**src/rtl/core/wsvt_pkg.sv**
```systemverilog
package wsvt_pkg;

    localparam int HISTORY_DEPTH_DEF = 32;

    localparam int DELTA_W   = 24;
    localparam int STAMP_W   = 32;
    localparam int POS_W     = 48;
    localparam int SPD_W     = 40;
    localparam int WIN_W     = 16;
    localparam int GAIN_W    = 18;
    localparam int CFG_W     = 18;
    localparam int CFG_IDX_W = 1;
    localparam int GAIN_FRAC = 16;
    localparam int MS_PER_S  = 1000;

    localparam int S_TDATA_W = 56;
    localparam int M_TDATA_W = 136;
    localparam int M_TUSER_W = 2;

    localparam logic [WIN_W-1:0]  WINDOW_LIMIT_RST = 16'd150;
    localparam logic [GAIN_W-1:0] GAIN_RST         = 18'd21823;

    localparam logic [CFG_IDX_W-1:0] CFG_WINDOW_LIMIT = 1'b0;
    localparam logic [CFG_IDX_W-1:0] CFG_PROJ_GAIN    = 1'b1;

    localparam logic REQ_PUSH  = 1'b0;
    localparam logic REQ_CLEAR = 1'b1;

    typedef struct packed {
        logic signed [DELTA_W-1:0] delta;
        logic [STAMP_W-1:0]        stamp;
    } ring_entry_t;

endpackage

```
**src/rtl/core/windowed_swipe_velocity_tracker.sv**
```systemverilog
// a clear goes straight to the result; an accepted push evicts the oldest entry if the
// ring is full, writes, trims entries older than the window, then runs the bit-serial divider
// unless there are fewer than two entries or a zero span; a backward push skips to the speed step
// throughput: one item at a time; the next transfer is taken once the result is registered
// reset: synchronous active-low aresetn empties the ring and zeroes position and sums;
// ring memory contents are not cleared and need no clearing pass
module windowed_swipe_velocity_tracker #(
    parameter int HISTORY_DEPTH = wsvt_pkg::HISTORY_DEPTH_DEF
) (
    input  logic                             aclk,
    input  logic                             aresetn,
    input  logic                             cfg_wr_en,
    input  logic [wsvt_pkg::CFG_IDX_W-1:0]   cfg_addr,
    input  logic [wsvt_pkg::CFG_W-1:0]       cfg_wdata,
    input  logic                             s_tvalid,
    output logic                             s_tready,
    input  logic [wsvt_pkg::S_TDATA_W-1:0]   s_tdata,  // motion_delta, stamp_ms
    input  logic                             s_tuser,  // req_type
    output logic                             m_tvalid,
    input  logic                             m_tready,
    output logic [wsvt_pkg::M_TDATA_W-1:0]   m_tdata,  // position, speed, projected_end
    output logic [wsvt_pkg::M_TUSER_W-1:0]   m_tuser   // accepted, evicted_full
);

    localparam int HEAD_W = $clog2(HISTORY_DEPTH);
    localparam int CNT_W  = $clog2(HISTORY_DEPTH + 1);
    localparam int SLOT_W = HEAD_W + 1;
    localparam int SUM_W  = wsvt_pkg::DELTA_W + $clog2(HISTORY_DEPTH);
    localparam int NUM_W  = SUM_W + 10;
    localparam int DCNT_W = $clog2(NUM_W + 1);
    localparam int HALF_W = wsvt_pkg::SPD_W / 2;
    localparam int MUL_W  = HALF_W + wsvt_pkg::GAIN_W;
    localparam int PROD_W = wsvt_pkg::SPD_W + wsvt_pkg::GAIN_W;
    localparam int PM_W   = PROD_W - wsvt_pkg::GAIN_FRAC;
    localparam int POS_W  = wsvt_pkg::POS_W;
    localparam int SPD_W  = wsvt_pkg::SPD_W;
    localparam int DW     = wsvt_pkg::DELTA_W;
    localparam int SW     = wsvt_pkg::STAMP_W;

    localparam logic [63:0] SPD_MAX = 64'((64'd1 << (SPD_W - 1)) - 64'd1);
    localparam logic [63:0] SPD_NEG = 64'(64'd1 << (SPD_W - 1));
    localparam logic signed [NUM_W-1:0] SCALE = NUM_W'(wsvt_pkg::MS_PER_S);

    localparam logic [3:0] S_IDLE     = 4'd0;
    localparam logic [3:0] S_WRITE    = 4'd1;
    localparam logic [3:0] S_CHECK    = 4'd2;
    localparam logic [3:0] S_DROP     = 4'd3;
    localparam logic [3:0] S_DROP_USE = 4'd4;
    localparam logic [3:0] S_SPEED    = 4'd5;
    localparam logic [3:0] S_DIV      = 4'd6;
    localparam logic [3:0] S_CLAMP    = 4'd7;
    localparam logic [3:0] S_MUL_LO   = 4'd8;
    localparam logic [3:0] S_MUL_HI   = 4'd9;
    localparam logic [3:0] S_PROJ     = 4'd10;
    localparam logic [3:0] S_DONE     = 4'd11;

    wsvt_pkg::ring_entry_t history_ring [HISTORY_DEPTH];
    wsvt_pkg::ring_entry_t rdata_reg;
    logic                  mem_we;
    logic                  mem_re;
    logic [HEAD_W-1:0]     mem_waddr;
    logic [HEAD_W-1:0]     mem_raddr;
    wsvt_pkg::ring_entry_t mem_wdata;

    logic [3:0]                      state_reg, state_next;
    logic [HEAD_W-1:0]               head_reg, head_next;
    logic [CNT_W-1:0]                count_reg, count_next;
    logic signed [SUM_W-1:0]         wsum_reg, wsum_next;
    logic signed [POS_W-1:0]         pos_reg, pos_next;
    logic [wsvt_pkg::WIN_W-1:0]      window_limit_reg, window_limit_next;
    logic [wsvt_pkg::GAIN_W-1:0]     gain_reg, gain_next;
    logic signed [DW-1:0]            in_delta_reg, in_delta_next;
    logic [SW-1:0]                   in_stamp_reg, in_stamp_next;
    logic [SW-1:0]                   last_stamp_reg, last_stamp_next;
    logic [SW-1:0]                   oldest_stamp_reg, oldest_stamp_next;
    logic                            from_full_reg, from_full_next;
    logic                            accepted_reg, accepted_next;
    logic                            evicted_reg, evicted_next;
    logic [SW-1:0]                   rem_reg, rem_next;
    logic [NUM_W-1:0]                quo_reg, quo_next;
    logic [SW-1:0]                   den_reg, den_next;
    logic                            neg_reg, neg_next;
    logic [DCNT_W-1:0]               div_cnt_reg, div_cnt_next;
    logic [SPD_W-1:0]                mag_reg, mag_next;
    logic signed [SPD_W-1:0]         speed_reg, speed_next;
    logic [PROD_W-1:0]               prod_reg, prod_next;
    logic signed [POS_W-1:0]         proj_reg, proj_next;
    logic                            m_tvalid_reg, m_tvalid_next;
    logic [wsvt_pkg::M_TDATA_W-1:0]  m_tdata_reg, m_tdata_next;
    logic [wsvt_pkg::M_TUSER_W-1:0]  m_tuser_reg, m_tuser_next;

    logic [HEAD_W-1:0]       head_inc;
    logic [SLOT_W-1:0]       slot_raw;
    logic [HEAD_W-1:0]       tail_slot;
    logic [SW-1:0]           back_diff;
    logic [SW-1:0]           age_diff;
    logic [SW-1:0]           span;
    logic signed [NUM_W-1:0] num;
    logic [SW:0]             div_shift;
    logic [63:0]             quo_wide;
    logic [HALF_W-1:0]       mul_a;
    logic [MUL_W-1:0]        mul_p;
    logic [PM_W-1:0]         proj_mag;
    logic signed [PM_W:0]    proj_s;
    logic signed [POS_W:0]   pos_sum;
    logic signed [POS_W:0]   end_sum;
    logic                    out_load;

    assign head_inc  = (head_reg == HEAD_W'(HISTORY_DEPTH - 1)) ? '0 : head_reg + 1'b1;
    assign slot_raw  = SLOT_W'(head_reg) + SLOT_W'(count_reg);
    assign tail_slot = (slot_raw >= SLOT_W'(HISTORY_DEPTH))
                       ? HEAD_W'(slot_raw - SLOT_W'(HISTORY_DEPTH)) : slot_raw[HEAD_W-1:0];
    assign back_diff = s_tdata[DW +: SW] - last_stamp_reg;
    assign age_diff  = in_stamp_reg - oldest_stamp_reg;
    assign span      = last_stamp_reg - oldest_stamp_reg;
    assign num       = $signed({{10{wsum_reg[SUM_W-1]}}, wsum_reg}) * SCALE;
    assign div_shift = {rem_reg, quo_reg[NUM_W-1]};
    assign quo_wide  = 64'(quo_reg);
    assign mul_a     = (state_reg == S_MUL_HI) ? mag_reg[SPD_W-1:HALF_W] : mag_reg[HALF_W-1:0];
    assign mul_p     = MUL_W'(mul_a) * MUL_W'(gain_reg);
    assign proj_mag  = prod_reg[PROD_W-1:wsvt_pkg::GAIN_FRAC];
    assign proj_s    = neg_reg ? -$signed({1'b0, proj_mag}) : $signed({1'b0, proj_mag});
    assign pos_sum   = {pos_reg[POS_W-1], pos_reg}
                       + {{(POS_W + 1 - DW){in_delta_reg[DW-1]}}, in_delta_reg};
    assign end_sum   = {pos_reg[POS_W-1], pos_reg}
                       + {{(POS_W - PM_W){proj_s[PM_W]}}, proj_s};
    assign out_load  = (state_reg == S_DONE) && (!m_tvalid_reg || m_tready);

    assign s_tready = (state_reg == S_IDLE);
    assign m_tvalid = m_tvalid_reg;
    assign m_tdata  = m_tdata_reg;
    assign m_tuser  = m_tuser_reg;

    always_comb begin
        state_next        = state_reg;
        head_next         = head_reg;
        count_next        = count_reg;
        wsum_next         = wsum_reg;
        pos_next          = pos_reg;
        window_limit_next = window_limit_reg;
        gain_next         = gain_reg;
        in_delta_next     = in_delta_reg;
        in_stamp_next     = in_stamp_reg;
        last_stamp_next   = last_stamp_reg;
        oldest_stamp_next = oldest_stamp_reg;
        from_full_next    = from_full_reg;
        accepted_next     = accepted_reg;
        evicted_next      = evicted_reg;
        rem_next          = rem_reg;
        quo_next          = quo_reg;
        den_next          = den_reg;
        neg_next          = neg_reg;
        div_cnt_next      = div_cnt_reg;
        mag_next          = mag_reg;
        speed_next        = speed_reg;
        prod_next         = prod_reg;
        proj_next         = proj_reg;
        m_tvalid_next     = m_tvalid_reg;
        m_tdata_next      = m_tdata_reg;
        m_tuser_next      = m_tuser_reg;
        mem_we            = 1'b0;
        mem_re            = 1'b0;
        mem_waddr         = tail_slot;
        mem_raddr         = head_inc;
        mem_wdata         = '{delta: in_delta_reg, stamp: in_stamp_reg};

        if (cfg_wr_en) begin
            unique case (cfg_addr)
                wsvt_pkg::CFG_WINDOW_LIMIT: window_limit_next = cfg_wdata[wsvt_pkg::WIN_W-1:0];
                wsvt_pkg::CFG_PROJ_GAIN:    gain_next = cfg_wdata;
                default: ;
            endcase
        end

        unique case (state_reg)
            S_IDLE: begin
                if (s_tvalid) begin
                    in_delta_next = $signed(s_tdata[DW-1:0]);
                    in_stamp_next = s_tdata[DW +: SW];
                    accepted_next = 1'b0;
                    evicted_next  = 1'b0;
                    if (s_tuser == wsvt_pkg::REQ_CLEAR) begin
                        head_next  = '0;
                        count_next = '0;
                        wsum_next  = '0;
                        pos_next   = '0;
                        speed_next = '0;
                        proj_next  = '0;
                        state_next = S_DONE;
                    end else if (count_reg == '0 || !back_diff[SW-1]) begin
                        accepted_next = 1'b1;
                        if (count_reg == CNT_W'(HISTORY_DEPTH)) begin
                            evicted_next   = 1'b1;
                            from_full_next = 1'b1;
                            state_next     = S_DROP;
                        end else begin
                            state_next = S_WRITE;
                        end
                    end else begin
                        state_next = S_SPEED;
                    end
                end
            end
            S_WRITE: begin
                mem_we          = 1'b1;
                last_stamp_next = in_stamp_reg;
                if (count_reg != '0) begin
                    wsum_next = wsum_reg
                                + {{(SUM_W - DW){in_delta_reg[DW-1]}}, in_delta_reg};
                end else begin
                    oldest_stamp_next = in_stamp_reg;
                end
                count_next = count_reg + 1'b1;
                if (pos_sum[POS_W] != pos_sum[POS_W-1]) begin
                    pos_next = pos_sum[POS_W] ? {1'b1, {(POS_W - 1){1'b0}}}
                                              : {1'b0, {(POS_W - 1){1'b1}}};
                end else begin
                    pos_next = pos_sum[POS_W-1:0];
                end
                state_next = S_CHECK;
            end
            S_CHECK: begin
                if (count_reg != '0 && !age_diff[SW-1]
                        && age_diff > SW'(window_limit_reg)) begin
                    from_full_next = 1'b0;
                    state_next     = S_DROP;
                end else begin
                    state_next = S_SPEED;
                end
            end
            S_DROP: begin
                mem_re     = 1'b1;
                head_next  = head_inc;
                count_next = count_reg - 1'b1;
                state_next = S_DROP_USE;
            end
            S_DROP_USE: begin
                oldest_stamp_next = rdata_reg.stamp;
                if (count_reg <= CNT_W'(1)) begin
                    wsum_next = '0;
                end else begin
                    wsum_next = wsum_reg
                                - {{(SUM_W - DW){rdata_reg.delta[DW-1]}}, rdata_reg.delta};
                end
                state_next = from_full_reg ? S_WRITE : S_CHECK;
            end
            S_SPEED: begin
                if (count_reg < CNT_W'(2) || span == '0) begin
                    mag_next   = '0;
                    neg_next   = 1'b0;
                    speed_next = '0;
                    state_next = S_MUL_LO;
                end else begin
                    quo_next     = num[NUM_W-1] ? NUM_W'(-num) : NUM_W'(num);
                    den_next     = span[SW-1] ? -span : span;
                    neg_next     = num[NUM_W-1] ^ span[SW-1];
                    rem_next     = '0;
                    div_cnt_next = DCNT_W'(NUM_W);
                    state_next   = S_DIV;
                end
            end
            S_DIV: begin
                if (div_shift >= {1'b0, den_reg}) begin
                    rem_next = SW'(div_shift - {1'b0, den_reg});
                    quo_next = {quo_reg[NUM_W-2:0], 1'b1};
                end else begin
                    rem_next = div_shift[SW-1:0];
                    quo_next = {quo_reg[NUM_W-2:0], 1'b0};
                end
                div_cnt_next = div_cnt_reg - 1'b1;
                if (div_cnt_reg == DCNT_W'(1)) begin
                    state_next = S_CLAMP;
                end
            end
            S_CLAMP: begin
                if (!neg_reg && quo_wide > SPD_MAX) begin
                    mag_next = SPD_MAX[SPD_W-1:0];
                end else if (neg_reg && quo_wide > SPD_NEG) begin
                    mag_next = SPD_NEG[SPD_W-1:0];
                end else begin
                    mag_next = quo_wide[SPD_W-1:0];
                end
                speed_next = neg_reg ? -$signed(mag_next) : $signed(mag_next);
                state_next = S_MUL_LO;
            end
            S_MUL_LO: begin
                prod_next  = PROD_W'(mul_p);
                state_next = S_MUL_HI;
            end
            S_MUL_HI: begin
                prod_next  = prod_reg + (PROD_W'(mul_p) << HALF_W);
                state_next = S_PROJ;
            end
            S_PROJ: begin
                if (end_sum[POS_W] != end_sum[POS_W-1]) begin
                    proj_next = end_sum[POS_W] ? {1'b1, {(POS_W - 1){1'b0}}}
                                               : {1'b0, {(POS_W - 1){1'b1}}};
                end else begin
                    proj_next = end_sum[POS_W-1:0];
                end
                state_next = S_DONE;
            end
            S_DONE: begin
                if (out_load) begin
                    state_next = S_IDLE;
                end
            end
            default: state_next = S_IDLE;
        endcase

        if (m_tvalid_reg && m_tready) begin
            m_tvalid_next = 1'b0;
        end
        if (out_load) begin
            m_tvalid_next = 1'b1;
            m_tdata_next  = {proj_reg, speed_reg, pos_reg};
            m_tuser_next  = {evicted_reg, accepted_reg};
        end
    end

    always_ff @(posedge aclk) begin
        if (mem_we) begin
            history_ring[mem_waddr] <= mem_wdata;
        end
        if (mem_re) begin
            rdata_reg <= history_ring[mem_raddr];
        end
    end

    always_ff @(posedge aclk) begin
        if (!aresetn) begin
            state_reg        <= S_IDLE;
            head_reg         <= '0;
            count_reg        <= '0;
            wsum_reg         <= '0;
            pos_reg          <= '0;
            window_limit_reg <= wsvt_pkg::WINDOW_LIMIT_RST;
            gain_reg         <= wsvt_pkg::GAIN_RST;
            from_full_reg    <= 1'b0;
            m_tvalid_reg     <= 1'b0;
        end else begin
            state_reg        <= state_next;
            head_reg         <= head_next;
            count_reg        <= count_next;
            wsum_reg         <= wsum_next;
            pos_reg          <= pos_next;
            window_limit_reg <= window_limit_next;
            gain_reg         <= gain_next;
            from_full_reg    <= from_full_next;
            m_tvalid_reg     <= m_tvalid_next;
        end
    end

    always_ff @(posedge aclk) begin
        in_delta_reg     <= in_delta_next;
        in_stamp_reg     <= in_stamp_next;
        last_stamp_reg   <= last_stamp_next;
        oldest_stamp_reg <= oldest_stamp_next;
        accepted_reg     <= accepted_next;
        evicted_reg      <= evicted_next;
        rem_reg          <= rem_next;
        quo_reg          <= quo_next;
        den_reg          <= den_next;
        neg_reg          <= neg_next;
        div_cnt_reg      <= div_cnt_next;
        mag_reg          <= mag_next;
        speed_reg        <= speed_next;
        prod_reg         <= prod_next;
        proj_reg         <= proj_next;
        m_tdata_reg      <= m_tdata_next;
        m_tuser_reg      <= m_tuser_next;
    end

endmodule

```
**config.mk**
```make
export PLATFORM = sky130hd
export DESIGN_NAME = windowed_swipe_velocity_tracker
export DESIGN_NICKNAME = d
export VERILOG_FILES = /design/src/rtl/core/wsvt_pkg.sv /design/src/rtl/core/windowed_swipe_velocity_tracker.sv
export SDC_FILE = /design/constraint.sdc
export NUM_CORES = 2
export LEC_CHECK = 0
export BUFFER_PORTS_ARGS = -buffer_cell sky130_fd_sc_hd__buf_4
export CORE_MARGIN = 5
export CORE_UTILIZATION = 39
export DETAILED_ROUTE_END_ITERATION = 10
export PLACE_DENSITY_LB_ADDON = 0.15
export SKIP_LAST_GASP = 1
export SYNTH_ARGS = -nofsm -noshare
export SYNTH_HDL_FRONTEND = slang
export SYNTH_SLANG_ARGS = --single-unit
```
**constraint.sdc**
```tcl
create_clock -name aclk -period 14.65 [get_ports aclk]
set_clock_uncertainty 0.15 [all_clocks]
set_input_delay 2.93 -clock aclk [delete_from_list [all_inputs] [get_ports aclk]]
set_output_delay 2.93 -clock aclk [all_outputs]
set_load 0.03 [all_outputs]
```
==> impl_metrics.tcl <==
set metrics [dict create \
    seq_area_um2 74200 \
    synth_compound_area_share_pct 10.6 \
    drc 0 \
    largest_register_ffs 1792 \
    n_fill_cell 29581 \
    grt_pass1_wl_um 547000 \
    drv_cap 0 \
    clock_latency_ps 880 \
    synth-adder-area-share_pct 11.7 \
    numPortBuffers 220 \
    antenna_found_initial 23 \
    ant_nets 0 \
    rr_worst_depth 36 \
    switching_share_pct 40.8 \
    cts_hold_buf 0 \
    vias_per_cell 5.65 \
    rsz0062_at_grt "false" \
    first_iter_violations 7466 \
    critPathCaptureType "flop" \
    setup.worst_path.class "reg -> reg" \
    fmax_mhz 87.9 \
    drv_slew 0 \
    fp.dieW_um 585 \
    start_kind "flop" \
    synth_xor_area_share_pct 3.03 \
    grt_overflow 0 \
    synth_top_family_by_area "adder cells" \
    p_clk_share_pct 21.8 \
    avgSynthCellArea_um2 13.6 \
    finalPower_w 0.0318 \
    ys_dominant_reg_cell "edfxtp_1" \
    multi_input_area_um2 51100 \
    required_ps 15050 \
    die_area_um2 343000 \
    yosysSeqAreaShare_pct 57.5 \
    initial_core_util_pct 39.1 \
    yosysMostFrequentCell "edfxtp_1" \
    fin_crit_sh_pct 77.7 \
    syn_to_final_growth_pct 12.6 \
    dp_hpwl_um 237000 \
    ys_top_cells_by_area "edfxtp_1 (56%), fa_1 (6.3%), mux4_2 (5.9%)" \
    syn_area_um2 129000 \
    async_flop_share_pct 0 \
    r2r-start "state_reg[1]" \
    power_switching_w 0.0130 \
    track_usage_pct 21.3 \
    clkSlewWorstSetupHoldPaths_ps 60 \
    drive_above_1_share_pct 13.5 \
    rows 211 \
    cts_tree "built" \
    cts.sinks 2515 \
    peakVddDrop_v 0.000230 \
    yosysWarningCount 0 \
    netlist.area_leader.share_pct 55.5 \
    p_int_w 0.0189 \
    seqPwrFrac_pct 30.9 \
    wl_per_cell_um 25.9 \
    cts_buffers 285 \
    crit_path_max_fanout 78 \
    dr.pass1.iters 6 \
    final_nets 10779 \
    outcome "completed" \
    cts-root-buf "clkbuf_16" \
    routed_wl_um 371000 \
    hold_depth 0 \
    grt_pass1_vias 81394 \
    r2r_setup_slack_ps 3270 \
    hold_viol 0 \
    post_cts_buffers 0 \
    netlist_instances 9514 \
    finalSetupViolations 0 \
    coreArea_um2 330000 \
    power_density_nw_per_um2 219 \
    setup_tns_ps 0 \
    synth-edff-count 2387 \
    synth_seq_cells 2515 \
    fin_crit_ps 11380 \
    clock_path_buffers 4 \
    dp_cells 13814 \
    slew_headroom_pct 20.8 \
    syn-num-nets 10558 \
    max_stage_delay_ps 910 \
    hold_path_startpoint "proj_reg[44]" \
    worst_pin_slew_ps 1180 \
    yosysUniqueCellTypes 95 \
    r2r-end "prod_reg[57]" \
    place.gp.congestion 0.865 \
    fp.dieH_um 585 \
    yosys.area_share.simple_pct 7.10 \
    critical_path_arrival_ps 11780 \
    whs_endpoint "m_tdata[132]" \
    crit_top_cell "fa_1" \
    postCtsResizedCells 0 \
    cts.htree.levels 5 \
    p_leak_nw 52.3 \
    fin_cells 14324 \
    slowest_stage "dfxtp_1" \
    muxShareOfSynthArea_pct 6.91 \
    yosys.area.top_type "edfxtp_1" \
    grt_max_degree 187 \
    synth_common_cells "edfxtp_1 (2387), nand2_1 (691), inv_1 (630)" \
    vias 80863 \
    pwr-share-comb_pct 47.3 \
    min_path_type "reg -> reg" \
    ios 221 \
]
[power by group through the flow]
stage	Sequential, W	Combinational [W]	Clock [W]
6_report	0.00983	0.0151	0.00695
4_1_cts	0.00984	0.0151	0.00712
5_1_grt	0.00988	0.0168	0.00742
3_3_place_gp	0.00996	0.0148	0
3_5_place_dp	0.00998	0.0150	0
2_1_floorplan	0.00979	0.0107	0
[metal layers]
metal	global-route usage [%]	vias to the layer above	part of all wire (%)	routed length, µm
li1	-	36375	-	-
met2	35.5	2333	49	180000
met3	2.53	447	5.3	19700
met1	29.7	41708	44	161000
met5	0	-	0	0
met4	5.29	0	2.6	9610
[final cells by class]
| type | count | share of cell area [%] |
|---|---|---|
| Timing Repair Buffer | 390 | 2.07 |
| Sequential cell | 2515 | 51.1 |
| Clock inverter | 156 | 1.05 |
| Tap cell | 4366 | 3.76 |
| Clock buffer | 348 | 5.18 |
| Multi-Input combinational cell | 5910 | 35.2 |
| Inverter | 633 | 1.64 |
| Antenna cell | 6 | 0.0103 |
[metrics by stage]
stage / util [%] / hold slack, ps / setup slack, ps / area [µm²]
6_report: 44.0 / 265 / 3270 / 145000
4_1_cts: 44.0 / 264 / 3290 / 145000
3_3_place_gp: 41.3 / 256 / 3470 / 136000
2_1_floorplan: - / 250 / 2570 / 129000
5_1_grt: 44.0 / 275 / 2710 / 145000
3_5_place_dp: 41.3 / 255 / 3380 / 136000
[cells in the final DEF, fill, tap and decap left out, types with 279 or more instances in the layout]
master     instances
fa_1             407
buf_4            384
edfxtp_1        2387
inv_1            630
xnor2_1          279
nand2_1          687
mux4_2           336
nor2_1           409
ha_1             555
o21ai_0          606
a21oi_1          359
clkbuf_16        290
[worst max path at each step]
stage                 start      endpoint  slack (ps)  depth (start not counted)
2_1_floorplan  state_reg[3]  prod_reg[57]        2570                         38
3_3_place_gp   state_reg[1]  prod_reg[57]        3470                         36
3_5_place_dp   state_reg[1]  prod_reg[57]        3380                         36
4_1_cts        state_reg[1]  prod_reg[57]        3290                         36
5_1_grt        state_reg[1]  prod_reg[57]        2710                         40
6_report       state_reg[1]  prod_reg[57]        3270                         36
[worst max-delay path, delay by kind of cell (launching register included)]
kind,cells,cell delay (ps)
simple gates,8,1740
flops,1,910
buf+inv,5,1080
mux,1,110
compound gates,12,2880
fa+ha+maj,8,3750
xor+xnor,2,360
[logic make-up after synthesis]
| group | count (synthesis) |
|---|---|
| adders and majority gates | 963 |
| AOI/OAI and AO/OA | 2110 |
| DFF | 2515 |
| buffers and inverters | 1089 |
| xor gates and xnor gates | 447 |
| muxes | 460 |
| and+or+nand+nor | 1930 |
Note: power is estimated with default switching activity, not from simulation.
